===== config.mk =====
export PLATFORM = sky130hd
export DESIGN_NAME = selective_repeat_sender_window
export DESIGN_NICKNAME = d
export VERILOG_FILES = /design/src/rtl/srsw_pkg.sv /design/src/rtl/selective_repeat_sender_window.sv
export SDC_FILE = /design/constraint.sdc
export NUM_CORES = 1
export LEC_CHECK = 0
export BUFFER_PORTS_ARGS = -buffer_cell sky130_fd_sc_hd__buf_4
export CAP_MARGIN = 20
export CORE_ASPECT_RATIO = 1.4
export CORE_MARGIN = 2
export CORE_UTILIZATION = 45
export CTS_BUF_LIST = sky130_fd_sc_hd__clkbuf_8
export DETAILED_ROUTE_END_ITERATION = 6
export HOLD_SLACK_MARGIN = 0.08
export PLACE_DENSITY = 0.66
export SKIP_CTS_REPAIR_TIMING = 1
export SLEW_MARGIN = 20
export SYNTH_ARGS = -nofsm -noshare
export SYNTH_HDL_FRONTEND = slang
export SYNTH_SLANG_ARGS = --single-unit

===== constraint.sdc =====
create_clock -name aclk -period 3.25 [get_ports aclk]
set_input_delay 0.325 -clock aclk [delete_from_list [all_inputs] [get_ports aclk]]
set_output_delay 0.325 -clock aclk [all_outputs]
set_load 0.005 [all_outputs]

===== src/rtl/srsw_pkg.sv =====
// Types and codes shared by the selective-repeat sender window.
`timescale 1ns / 1ps

package srsw_pkg;

    typedef enum logic [1:0] {
        MODE_START = 2'd0,
        MODE_SEND  = 2'd1,
        MODE_ACK   = 2'd2,
        MODE_POLL  = 2'd3
    } mode_t;

    typedef struct packed {
        mode_t      mode;
        logic [7:0] ack_byte;
    } in_item_t;

    typedef struct packed {
        logic        send_valid;
        logic [7:0]  seq_tag;
        logic [15:0] packet_index;
        logic        timeout_fired;
        logic [15:0] resend_from;
        logic        done_res;
    } out_item_t;

    // Register index, taken from paddr[2]
    localparam logic REG_TOTAL_PACKETS = 1'b0;
    localparam logic REG_WAIT_LIMIT    = 1'b1;

    localparam logic [15:0] TOTAL_PACKETS_RESET = 16'd0;
    localparam logic [7:0]  WAIT_LIMIT_RESET    = 8'd20;
    localparam logic [15:0] COUNT_MAX           = 16'hFFFF;

endpackage


===== src/rtl/selective_repeat_sender_window.sv =====
// Selective-repeat ARQ sender window: sequencer, window state and config registers.
`timescale 1ns / 1ps

// Sender side of a selective-repeat ARQ window over SEQ_COUNT sequence numbers.
// Input channel s_*: one event per item (start, send slot, ack, idle poll).
// Result channel m_*: exactly one result item per event, held in an output
// register until m_ready takes it.
// Steps: an event passes accept, distance, apply and finish before m_valid
// rises, while the output register is free. An ack equal to the window base
// adds a slide step, repeated for each further acked entry the window slides
// past. The modular window distance comes from one shared subtract unit, and
// the slide walks the ack marks one entry per cycle through a single read port.
// Throughput: one item at a time; s_ready is high only while the sequencer
// is idle, so a new item is taken only after the last one has left finish.
// A stalled receiver holds m_valid and the result; the next item is still taken
// and its result waits in the finish step until the output register frees up.
// Reset clears the window, counters and ack marks and loads
// total_packets 0 and wait_limit 20. Configuration goes through the APB port
// (total_packets at 0x0, wait_limit at 0x4) and should be written while idle.
module selective_repeat_sender_window #(
    parameter int SEQ_COUNT = 20,
    parameter int WINDOW    = 10
) (
    input  logic                  aclk,
    input  logic                  aresetn,
    input  logic                  s_valid,
    output logic                  s_ready,
    input  srsw_pkg::in_item_t    s_data,
    output logic                  m_valid,
    input  logic                  m_ready,
    output srsw_pkg::out_item_t   m_data,
    input  logic                  psel,
    input  logic                  penable,
    input  logic                  pwrite,
    input  logic [2:0]            paddr,
    input  logic [31:0]           pwdata,
    output logic [31:0]           prdata,
    output logic                  pready
);

    localparam int SEQ_W = (SEQ_COUNT > 1) ? $clog2(SEQ_COUNT) : 1;
    localparam logic [8:0] SEQ_MOD  = 9'(SEQ_COUNT);
    localparam logic [7:0] SEQ_LAST = 8'(SEQ_COUNT - 1);
    localparam logic [7:0] WIN_SIZE = 8'(WINDOW);

    typedef enum logic [2:0] {
        ST_IDLE,
        ST_CALC,
        ST_APPLY,
        ST_SLIDE,
        ST_FINISH
    } state_t;

    state_t              state_reg, state_next;
    srsw_pkg::in_item_t  in_reg, in_next;
    srsw_pkg::out_item_t res_reg, res_next;
    srsw_pkg::out_item_t out_reg, out_next;
    logic                out_valid_reg, out_valid_next;

    logic [15:0]         total_packets_reg;
    logic [7:0]          wait_limit_reg;

    logic [SEQ_W-1:0]    next_seq_reg, next_seq_next;
    logic [SEQ_W-1:0]    window_base_reg, window_base_next;
    logic [15:0]         sent_count_reg, sent_count_next;
    logic [15:0]         acked_count_reg, acked_count_next;
    logic [SEQ_COUNT-1:0] ack_marks_reg, ack_marks_next;
    logic [7:0]          idle_polls_reg, idle_polls_next;
    logic [SEQ_W-1:0]    dist_reg, dist_next;

    // Shared modular-distance unit
    logic [SEQ_W-1:0]    dist_to;
    logic [8:0]          dist_raw;
    logic [8:0]          dist_wrap;
    logic [SEQ_W-1:0]    dist_res;

    // Single read port on the ack marks
    logic [SEQ_W-1:0]    mark_addr;
    logic                mark_rd;

    logic [7:0]          ack_idx;
    logic                ack_idx_ok;
    logic [SEQ_W-1:0]    ack_seq;
    logic                in_window;
    logic [8:0]          poll_count;
    logic [15:0]         sent_back;
    logic [SEQ_W-1:0]    base_inc;

    logic                cfg_wr;

    function automatic logic [SEQ_W-1:0] wrap_inc(input logic [SEQ_W-1:0] s);
        logic [SEQ_W-1:0] r;
        if (8'(s) == SEQ_LAST) begin
            r = '0;
        end else begin
            r = s + SEQ_W'(1);
        end
        return r;
    endfunction

    function automatic logic [15:0] sat_inc(input logic [15:0] c);
        logic [15:0] r;
        if (c == srsw_pkg::COUNT_MAX) begin
            r = c;
        end else begin
            r = c + 16'd1;
        end
        return r;
    endfunction

    assign ack_idx    = in_reg.ack_byte - 8'd1;
    assign ack_idx_ok = ack_idx <= SEQ_LAST;
    assign ack_seq    = ack_idx[SEQ_W-1:0];

    assign dist_to   = (state_reg == ST_CALC && in_reg.mode == srsw_pkg::MODE_ACK) ?
                       ack_seq : next_seq_reg;
    assign dist_raw  = 9'(dist_to) - 9'(window_base_reg);
    assign dist_wrap = dist_raw[8] ? dist_raw + SEQ_MOD : dist_raw;
    assign dist_res  = dist_wrap[SEQ_W-1:0];

    assign in_window = 8'(dist_reg) < WIN_SIZE;
    assign base_inc  = wrap_inc(window_base_reg);
    assign poll_count = 9'(idle_polls_reg) + 9'd1;
    assign sent_back  = (sent_count_reg > 16'(dist_reg)) ?
                        sent_count_reg - 16'(dist_reg) : 16'd0;

    always_comb begin
        priority if (state_reg == ST_SLIDE) begin
            mark_addr = window_base_reg;
        end else if (in_reg.mode == srsw_pkg::MODE_ACK) begin
            mark_addr = ack_seq;
        end else begin
            mark_addr = next_seq_reg;
        end
    end
    assign mark_rd = ack_marks_reg[mark_addr];

    always_comb begin
        state_next       = state_reg;
        in_next          = in_reg;
        res_next         = res_reg;
        out_next         = out_reg;
        out_valid_next   = out_valid_reg;
        next_seq_next    = next_seq_reg;
        window_base_next = window_base_reg;
        sent_count_next  = sent_count_reg;
        acked_count_next = acked_count_reg;
        ack_marks_next   = ack_marks_reg;
        idle_polls_next  = idle_polls_reg;
        dist_next        = dist_reg;

        if (out_valid_reg && m_ready) begin
            out_valid_next = 1'b0;
        end

        unique case (state_reg)
            ST_IDLE: begin
                if (s_valid && s_ready) begin
                    in_next    = s_data;
                    state_next = ST_CALC;
                end
            end
            ST_CALC: begin
                dist_next  = dist_res;
                res_next   = '0;
                state_next = ST_APPLY;
            end
            ST_APPLY: begin
                state_next = ST_FINISH;
                unique case (in_reg.mode)
                    srsw_pkg::MODE_START: begin
                        next_seq_next    = '0;
                        window_base_next = '0;
                        sent_count_next  = '0;
                        acked_count_next = '0;
                        ack_marks_next   = '0;
                        idle_polls_next  = '0;
                    end
                    srsw_pkg::MODE_SEND: begin
                        if (in_window && sent_count_reg < total_packets_reg) begin
                            if (!mark_rd) begin
                                res_next.send_valid   = 1'b1;
                                res_next.seq_tag      = 8'(next_seq_reg) + 8'd1;
                                res_next.packet_index = sent_count_reg;
                            end
                            ack_marks_next[next_seq_reg] = 1'b0;
                            next_seq_next   = wrap_inc(next_seq_reg);
                            sent_count_next = sat_inc(sent_count_reg);
                        end
                    end
                    srsw_pkg::MODE_ACK: begin
                        idle_polls_next = '0;
                        if (ack_idx_ok) begin
                            if (ack_seq == window_base_reg) begin
                                // pass the base entry, then walk further acked ones
                                acked_count_next = sat_inc(acked_count_reg);
                                ack_marks_next[window_base_reg] = 1'b0;
                                window_base_next = base_inc;
                                if (next_seq_reg == window_base_reg) begin
                                    next_seq_next   = base_inc;
                                    sent_count_next = sat_inc(sent_count_reg);
                                end
                                state_next = ST_SLIDE;
                            end else if (in_window && !mark_rd) begin
                                ack_marks_next[ack_seq] = 1'b1;
                                acked_count_next = sat_inc(acked_count_reg);
                            end
                        end
                    end
                    srsw_pkg::MODE_POLL: begin
                        if (poll_count > 9'(wait_limit_reg)) begin
                            // roll back to the base, keep the marks
                            sent_count_next        = sent_back;
                            next_seq_next          = window_base_reg;
                            idle_polls_next        = '0;
                            res_next.timeout_fired = 1'b1;
                            res_next.resend_from   = sent_back;
                        end else begin
                            idle_polls_next = poll_count[7:0];
                        end
                    end
                    default: ;
                endcase
            end
            ST_SLIDE: begin
                if (mark_rd) begin
                    ack_marks_next[window_base_reg] = 1'b0;
                    window_base_next = base_inc;
                    if (next_seq_reg == window_base_reg) begin
                        next_seq_next   = base_inc;
                        sent_count_next = sat_inc(sent_count_reg);
                    end
                end else begin
                    state_next = ST_FINISH;
                end
            end
            ST_FINISH: begin
                // hold the result until the output register is free
                if (!out_valid_reg || m_ready) begin
                    out_next          = res_reg;
                    out_next.done_res = (in_reg.mode == srsw_pkg::MODE_ACK) &&
                                        (acked_count_reg == total_packets_reg);
                    out_valid_next    = 1'b1;
                    state_next        = ST_IDLE;
                end
            end
            default: state_next = ST_IDLE;
        endcase
    end

    always_ff @(posedge aclk) begin
        if (!aresetn) begin
            state_reg       <= ST_IDLE;
            out_valid_reg   <= 1'b0;
            next_seq_reg    <= '0;
            window_base_reg <= '0;
            sent_count_reg  <= '0;
            acked_count_reg <= '0;
            ack_marks_reg   <= '0;
            idle_polls_reg  <= '0;
        end else begin
            state_reg       <= state_next;
            out_valid_reg   <= out_valid_next;
            next_seq_reg    <= next_seq_next;
            window_base_reg <= window_base_next;
            sent_count_reg  <= sent_count_next;
            acked_count_reg <= acked_count_next;
            ack_marks_reg   <= ack_marks_next;
            idle_polls_reg  <= idle_polls_next;
        end
        in_reg   <= in_next;
        res_reg  <= res_next;
        out_reg  <= out_next;
        dist_reg <= dist_next;
    end

    // Configuration registers
    assign cfg_wr = psel && penable && pwrite && pready;

    always_ff @(posedge aclk) begin
        if (!aresetn) begin
            total_packets_reg <= srsw_pkg::TOTAL_PACKETS_RESET;
            wait_limit_reg    <= srsw_pkg::WAIT_LIMIT_RESET;
        end else if (cfg_wr) begin
            unique case (paddr[2])
                srsw_pkg::REG_TOTAL_PACKETS: total_packets_reg <= pwdata[15:0];
                srsw_pkg::REG_WAIT_LIMIT:    wait_limit_reg    <= pwdata[7:0];
                default: ;
            endcase
        end
    end

    always_comb begin
        unique case (paddr[2])
            srsw_pkg::REG_TOTAL_PACKETS: prdata = 32'(total_packets_reg);
            srsw_pkg::REG_WAIT_LIMIT:    prdata = 32'(wait_limit_reg);
            default:                     prdata = '0;
        endcase
    end

    assign pready  = 1'b1;
    assign s_ready = (state_reg == ST_IDLE);
    assign m_valid = out_valid_reg;
    assign m_data  = out_reg;

    // An accepted item always starts with the distance step
    assert property (@(posedge aclk) disable iff (!aresetn)
        s_valid && s_ready |=> state_reg == ST_CALC)
        else $error("accepted item did not start the sequencer");

    // Outstanding entries never exceed the window
    assert property (@(posedge aclk) disable iff (!aresetn)
        state_reg == ST_IDLE |-> 8'(dist_res) <= WIN_SIZE)
        else $error("window overrun");

    // After any event the base entry is never left marked
    assert property (@(posedge aclk) disable iff (!aresetn)
        state_reg == ST_IDLE |-> !ack_marks_reg[window_base_reg])
        else $error("acked entry left at window base");

    // A send and a timeout never come from the same event
    assert property (@(posedge aclk) disable iff (!aresetn)
        m_valid |-> !(m_data.send_valid && m_data.timeout_fired))
        else $error("send and timeout in one result");

    // The slide walk always ends through the finish step
    assert property (@(posedge aclk) disable iff (!aresetn)
        state_reg == ST_SLIDE |=> state_reg == ST_SLIDE || state_reg == ST_FINISH)
        else $error("slide walk left by wrong path");

endmodule


==> key figures, run 1 <==
Yosys
  – Mux share of post-synthesis cell area: 0.02886
  – #FFs+latches synth: 194
  – Simple-gate share of the synthesized area: 0.2122
  – Post-synthesis xor/xnor area fraction: 0.04173
  – Async set-reset flop share out of synthesis: 0
  – Largest family of logic cells by synthesized area: simple AND/OR/NAND/NOR gates
  – Post-synthesis sequential area ratio: 0.4049
  – Synth area leader: edfxtp_1
  – Syn. warnings: 0
  – Most instantiated library cell after synthesis: nand2_1
  – Post-synth cell types: 80
  – EDFF count, synth: 96
  – Largest cells by area after synthesis: edfxtp_1, dfxtp_1, nand2_1, ha_1, a21oi_1
  – Top FF cell, synth: dfxtp_1
  – Synth top area share: 0.2410
  – Complex-gate fraction of the synthesized area: 0.1913
  – Post-synthesis adder-cell area fraction: 0.05982
  – Post-Synthesis Mean Instance Area: 8.564 um^2
  – Post-synthesis cell area: 11960 um^2
  – Synth cell count leaders: nand2_1, nor2_1, dfxtp_1
  – Mapped Cells: 1397

Setup path
  – Critical path's slowest cell: or3_4
  – Crit Path Class: reg -> reg
  – Critical path buffers and inverters: 2
  – WP data required: 3650 ps
  – Crit end category: flip-flop
  – Cell count of the worst reg-to-reg path: 12
  – Critical path, cell by cell: ha_4, or2_4, a32oi_2, buf_6, mux2i_2, a22o_1, o31a_1, a32oi_2, nand2_1, or3_4, clkbuf_16, mux2i_1
  – R2R setup slack: -60 ps
  – Critical-path maximum fanout: 6
  – R2r startpoint: in_reg[9]
  – Max stage delay on crit path: 470 ps
  – FF-to-FF End: ack_marks_reg[9]
  – Most used cell, CP: a32oi_2
  – Delay-heaviest family, CP: compound AO/OA/AOI/OAI gates
  – WP data arrival: 3710 ps
  – CP Launch Type: flip-flop

Worst hold path
  – Worst Hold Class: in -> reg
  – Worst hold path depth: 3
  – Worst Hold End: total_packets_reg[7]
  – Min-delay src: pwdata[7]

Power
  – Sw Ratio: 0.2831
  – Sequential share of power: 0.507
  – Total power: 5.246 mW
  – Clk pwr share: 0.330
  – Max IR drop VDD: 0.2701 mV
  – Leakage: 5.705 nW
  – Logic pwr share: 0.164
  – Int Power: 3.761 mW
  – NetSw: 1.485 mW
  – P per Cell Area: 354.8 nW/um^2

Drt
  – Wire per inst: 19.54 um
  – Via count: 11385
  – DR vias/cell: 5.973
  – Total wire length: 37240 um
  – DR pass1 iterations: 5
  – Remaining DRCs: 0
  – Initial DRC count: 1062
  – Antenna-violating nets left: 0

Status
  – Status: complete, but fails checks
  – Failing checks: negative setup slack

Die
  – Die height: 196.9 um
  – Die ar.: 27920 um^2
  – Std-Cell Rows: 70
  – Die W: 141.8 um
  – Initial Util: 0.4584
  – I/O Pins: 130
  – Core Area: 26100 um^2

Global route
  – Number of global-route vias before repair: 10627
  – Initial antenna violation count: 0
  – GRT Total Usage: 0.2562
  – GRT overflow: 0
  – First-pass GRT wire length: 55550 um
  – Largest net degree at the start of global routing: 78

STA
  – Worst-Margin Slew: 998.5 ps
  – RSZ-0062 raised after global routing: yes
  – Setup slack after layout: -63.50 ps
  – Tmin final: 3314 ps
  – Setup TNS Final: -941.7 ps
  – Slew headroom: 0.3319
  – Max Freq: 0.3018 GHz
  – Ratio of final minimum period to clock period: 1.020
  – Endpoints failing setup: 24
  – Setup Skew: 22.88 ps
  – Final Max Tran Viols: 0
  – Hold Vio Cnt, Final: 0

Finish
  – Layout fillers: 2370
  – Final Non-Filler Cells: 1906
  – Reg area: 4846 um^2
  – Max FFs per register: 41
  – Post-layout util: 0.5665
  – Layout cell share with drive strength beyond 1: 0.2061
  – Area of the multi-input gates: 6830 um^2
  – Area Growth Syn to Fin: 23.59%
  – Antenna Cells: 0
  – Nets: 1678

Placed design
  – Placer Congestion: 0.9880
  – Buffers on Ports: 92
  – DP HPWL: 26660 um
  – DP Cell Count: 1837

Clock network
  – CTS Buf Count: 17
  – Root Buffer: clkbuf_8
  – Clock Sink Count: 194
  – # H-tree levels: 4
  – Worst-Skew Late Latency: 500 ps
  – CTS tree: built
  – CTS clock-pin slew for the worst setup and hold paths: 110 ps
  – CTS Buffer Depth: 2

Run
  – Total of max-cap violations: 0
==> power by group through the flow <==
stage,sequential [mW],combinational (mW),clock [mW]
final,2.66,0.859,1.73
after global routing,2.66,0.917,1.84
after CTS,2.66,0.745,1.76
after detailed placement,2.71,0.743,0
after global placement,2.71,0.731,0
after floorplan,2.70,0.454,0
==> placed cells by master, fill, tap and decap left out, types with 27 or more instances in the layout <==
| master | instances |
|---|---|
| xnor2_1 | 28 |
| buf_4 | 194 |
| dfxtp_1 | 97 |
| nand2_1 | 228 |
| nand3_1 | 58 |
| edfxtp_1 | 96 |
| o21ai_0 | 61 |
| a21oi_1 | 86 |
| xor2_1 | 27 |
| inv_1 | 60 |
| nor2_1 | 97 |
| ha_1 | 53 |
==> metrics by stage <==
| stage | hold slack, ps | worst slack [ps] | area [um^2] |
|---|---|---|---|
| 2_1_floorplan | 400.3 | 18.84 | 12030 |
| 3_3_place_gp | 401.7 | -58.12 | 13530 |
| 3_5_place_dp | 404.5 | -173.3 | 13530 |
| 4_1_cts | -43.78 | -206.0 | 13950 |
| 5_1_grt | 84.25 | -180.0 | 14790 |
| 6_report | 79.66 | -63.50 | 14790 |
==> cells by family after synthesis <==
kind of cell               Yosys count
xor gates and xnor gates            57
and+or+nand+nor                    549
buffers and inverters              164
other                                2
AOI/OAI and AO/OA                  341
muxes                               34
adders and majority gates           56
DFF                                194
==> tightest hold or removal path, stage by stage <==
cell,delay [ps]
buf_4,110
nand2_1,50
a21oi_1,50
==> final cells by class <==
cell class                 instances  area share
clock buffer                      17     0.01582
clock inverter                    14     0.01295
inverter                          62     0.01574
multi-input combinational       1056      0.4619
sequential                       194      0.3277
tap                              324     0.02742
timing repair buffer             239      0.1384
==> worst max path at each step <==
| stage | from | to | slack, ps | depth (start not counted) |
|---|---|---|---|---|
| floorplan | in_reg[8] | res_reg[18] | 20 | 11 |
| global placement | in_reg[8] | acked_count_reg[13] | -60 | 14 |
| detailed placement | in_reg[8] | window_base_reg[1] | -170 | 13 |
| CTS | in_reg[8] | window_base_reg[1] | -210 | 13 |
| global route | in_reg[9] | ack_marks_reg[14] | -180 | 12 |
| finish | in_reg[9] | ack_marks_reg[9] | -60 | 12 |
==> layer usage <==
layer | up-vias | global-route usage | share of wire
met2 | 526 | 0.4561 | 0.50
met4 | 0 | 0.1489 | 0.065
met1 | 5358 | 0.2920 | 0.38
met3 | 142 | 0.03450 | 0.057
li1 | 5359 | - | -
met5 | - | 0 | 0
No activity file was read; power rests on OpenSTA's default activity.
==> inputs of run 2 (changes only) <==
- CORE_UTILIZATION: 45 -> 50
- PLACE_DENSITY: 0.66 -> 0.72
- SETUP_SLACK_MARGIN: unset -> 0.15
==> run 2 against run 1 <==
Power is 2.6% lower. Sequential power hardly changed. Clock skew is 1.9 ps lower. The flow still finishes with violations (negative setup slack). Core utilization is 4.7 points higher. Critical path depth is 1 lower. Combinational power hardly changed. Highest routed layer unchanged. Sequential share of layout area is 0.51 points higher.
==> key figures, run 2 (synthesis results as in run 1) <==
Power
  – Leakage: 5.663 nW (-0.73%)
  – Max IR drop VDD: 0.2263 mV (-16%)
  – Total power: 5.108 mW (-2.6%)
  – P per Cell Area: 351.0 nW/um^2 (-1.1%)

Global route
  – GRT Total Usage: 0.2756 (+0.01938)
  – First-pass GRT wire length: 55000 um (-0.99%)
  – Number of global-route vias before repair: 10659 (+0.30%)
  – Initial antenna violation count: 0 (unchanged)
  – Largest net degree at the start of global routing: 44 (-44%)
  – GRT overflow: 0 (unchanged)

STA
  – Endpoints failing setup: 29 (+21%)
  – Hold Vio Cnt, Final: 0 (unchanged)
  – Final Max Tran Viols: 0 (unchanged)
  – Worst-Margin Slew: 993.2 ps (-5.250 ps)
  – Setup slack after layout: -109.4 ps (-45.92 ps)
  – Setup Skew: 20.99 ps (-1.890 ps)
  – Tmin final: 3359 ps (+45.92 ps)
  – Max Freq: 0.2977 GHz (-1.4%)
  – Slew headroom: 0.3354 (+0.003513)
  – RSZ-0062 raised after global routing: yes
  – Ratio of final minimum period to clock period: 1.034 (+0.01413)

Status
  – Failing checks: negative setup slack
  – Status: complete, but fails checks

Setup path
  – Critical-path maximum fanout: 6 (unchanged)
  – WP data required: 3670 ps (+20 ps)
  – R2r startpoint: in_reg[9]
  – Max stage delay on crit path: 570 ps (+100 ps)
  – Critical Path Start: in_reg[9]
  – Critical path's slowest cell: or4_1
  – Crit Path Class: reg -> reg
  – CP Launch Type: flip-flop
  – Cell count of the worst reg-to-reg path: 11 (-1)
  – R2R setup slack: -110 ps (-50 ps)
  – FF-to-FF End: window_base_reg[3]
  – Critical path, cell by cell: ha_4, or2_4, a32oi_4, buf_12, buf_4, mux2i_1, a2111o_1, a32oi_2, nand4_1, or4_1, a21oi_1
  – WP data arrival: 3780 ps (+70 ps)
  – CP Depth: 11 (-1)
  – End of the critical path: window_base_reg[3]
  – Critical path buffers and inverters: 2 (unchanged)
  – Crit end category: flip-flop
  – Delay-heaviest family, CP: compound AO/OA/AOI/OAI gates

Drt
  – DR vias/cell: 6.058 (+1.4%)
  – Total wire length: 36360 um (-2.4%)
  – Antenna-violating nets left: 0 (unchanged)
  – Via count: 11414 (+0.25%)
  – Wire per inst: 19.30 um (-1.2%)
  – DR pass1 iterations: 6 (+1)
  – Remaining DRCs: 0 (unchanged)
  – Initial DRC count: 1055 (-0.66%)

Die
  – Die W: 134.7 um (-5.0%)
  – Die height: 187.0 um (-5.0%)
  – Core Area: 23720 um^2 (-9.1%)
  – Die ar.: 25200 um^2 (-9.8%)
  – Std-Cell Rows: 67 (-4.3%)
  – I/O Pins: 130 (unchanged)
  – Initial Util: 0.5043 (+0.04591)

Placed design
  – Worst slack, placed: -95.56 ps (+77.72 ps)
  – Placer Congestion: 1.008 (+2.0%)
  – DP HPWL: 26220 um (-1.6%)
  – Buffers on Ports: 92 (unchanged)

Finish
  – Max FFs per register: 41 (unchanged)
  – Layout fillers: 2095 (-12%)
  – Most common cell after layout, fill and taps aside: nand2_1
  – Area of the multi-input gates: 6746 um^2 (-1.2%)
  – Most frequent cells in the layout: nand2_1, buf_4, nor2_1, dfxtp_1, edfxtp_1
  – Nets: 1669 (-0.54%)
  – Area Growth Syn to Fin: 21.66%
  – Layout cell share with drive strength beyond 1: 0.2001 (-0.005941)
  – Reg area: 4845 um^2 (about the same)
  – Antenna Cells: 0 (unchanged)

Clock network
  – CTS Buf Count: 17 (unchanged)
  – CTS clock-pin slew for the worst setup and hold paths: 110 ps (about the same)
  – Root Buffer: clkbuf_8
  – Worst-Skew Late Latency: 490 ps (about the same)
  – # H-tree levels: 4 (unchanged)
  – CTS Buffer Depth: 2 (unchanged)
  – Clock Sink Count: 194 (unchanged)
  – CTS tree: built

Run
  – Total of max-cap violations: 0 (unchanged)

Worst hold path
  – Worst Hold Class: in -> reg
[run 2: changes by cell type in the layout (fill, tap and decap cells not counted), sizes merged]
cell         before  now
clkinv            5    3
buf             210  209
clkbuf           22   23
dlygate4sd3      24   16
inv              68   69
clkinvlp          0    3
bufinv            3    1
[run 2: how the worst min path moves through the flow]
stage | start | end | slack (ps) | depth (start not counted)
2_1_floorplan | res_reg[10] | m_data[10] | 400 | 0
5_1_grt | pwdata[8] | total_packets_reg[8] | 80 | 3
4_1_cts | s_data[6] | in_reg[6] | -10 | 1
3_3_place_gp | res_reg[10] | m_data[10] | 400 | 0
3_5_place_dp | res_reg[28] | m_data[28] | 410 | 0
6_report | pwdata[9] | total_packets_reg[9] | 80 | 3
[run 2: worst min-delay path, stage by stage]
cell     delay [ps]
buf_4           110
nand2_1          50
a21oi_1          50
[run 2: area by class of cell]
cell class	instances	area share
inverter	62	0.01599
clock inverter	14	0.009714
clock buffer	18	0.01702
tap	310	0.02665
timing repair buffer	230	0.1343
sequential	194	0.3328
multi-input combinational	1056	0.4635
[run 2: power breakdown]
| group | internal, mW | total [mW] | switching, mW | leakage, nW |
|---|---|---|---|---|
| Combinational | 0.361 | 0.861 | 0.500 | 3.78 |
| Clock | 0.651 | 1.59 | 0.942 | 0.191 |
| Sequential | 2.62 | 2.66 | 0.0314 | 1.69 |
| Total | 3.64 | 5.11 | 1.47 | 5.66 |
[run 2: metal layers]
| layer | vias up | share of wire | track usage |
|---|---|---|---|
| met2 | 542 | 0.50 | 0.4822 |
| met3 | 149 | 0.065 | 0.04065 |
| li1 | 5371 | - | - |
| met4 | 0 | 0.065 | 0.1534 |
| met5 | - | 0 | 0 |
| met1 | 5352 | 0.37 | 0.3189 |
[run 2: metrics by stage]
| stage | area (um^2) | std cells | utilization | setup TNS (ps) | hold WS [ps] |
|---|---|---|---|---|---|
| 4_1_cts | 13860 | 1847 | 0.5841 | -1110 | -12.31 |
| 3_3_place_gp | 13470 | 1815 | 0.5677 | 0 | 401.7 |
| 6_report | 14560 | 1884 | 0.6135 | -1514 | 79.94 |
| 5_1_grt | 14560 | 1884 | 0.6135 | -4746 | 81.74 |
| 3_5_place_dp | 13470 | 1815 | 0.5677 | -738.3 | 405.2 |
| 2_1_floorplan | 12060 | 1414 | - | 0 | 400.3 |
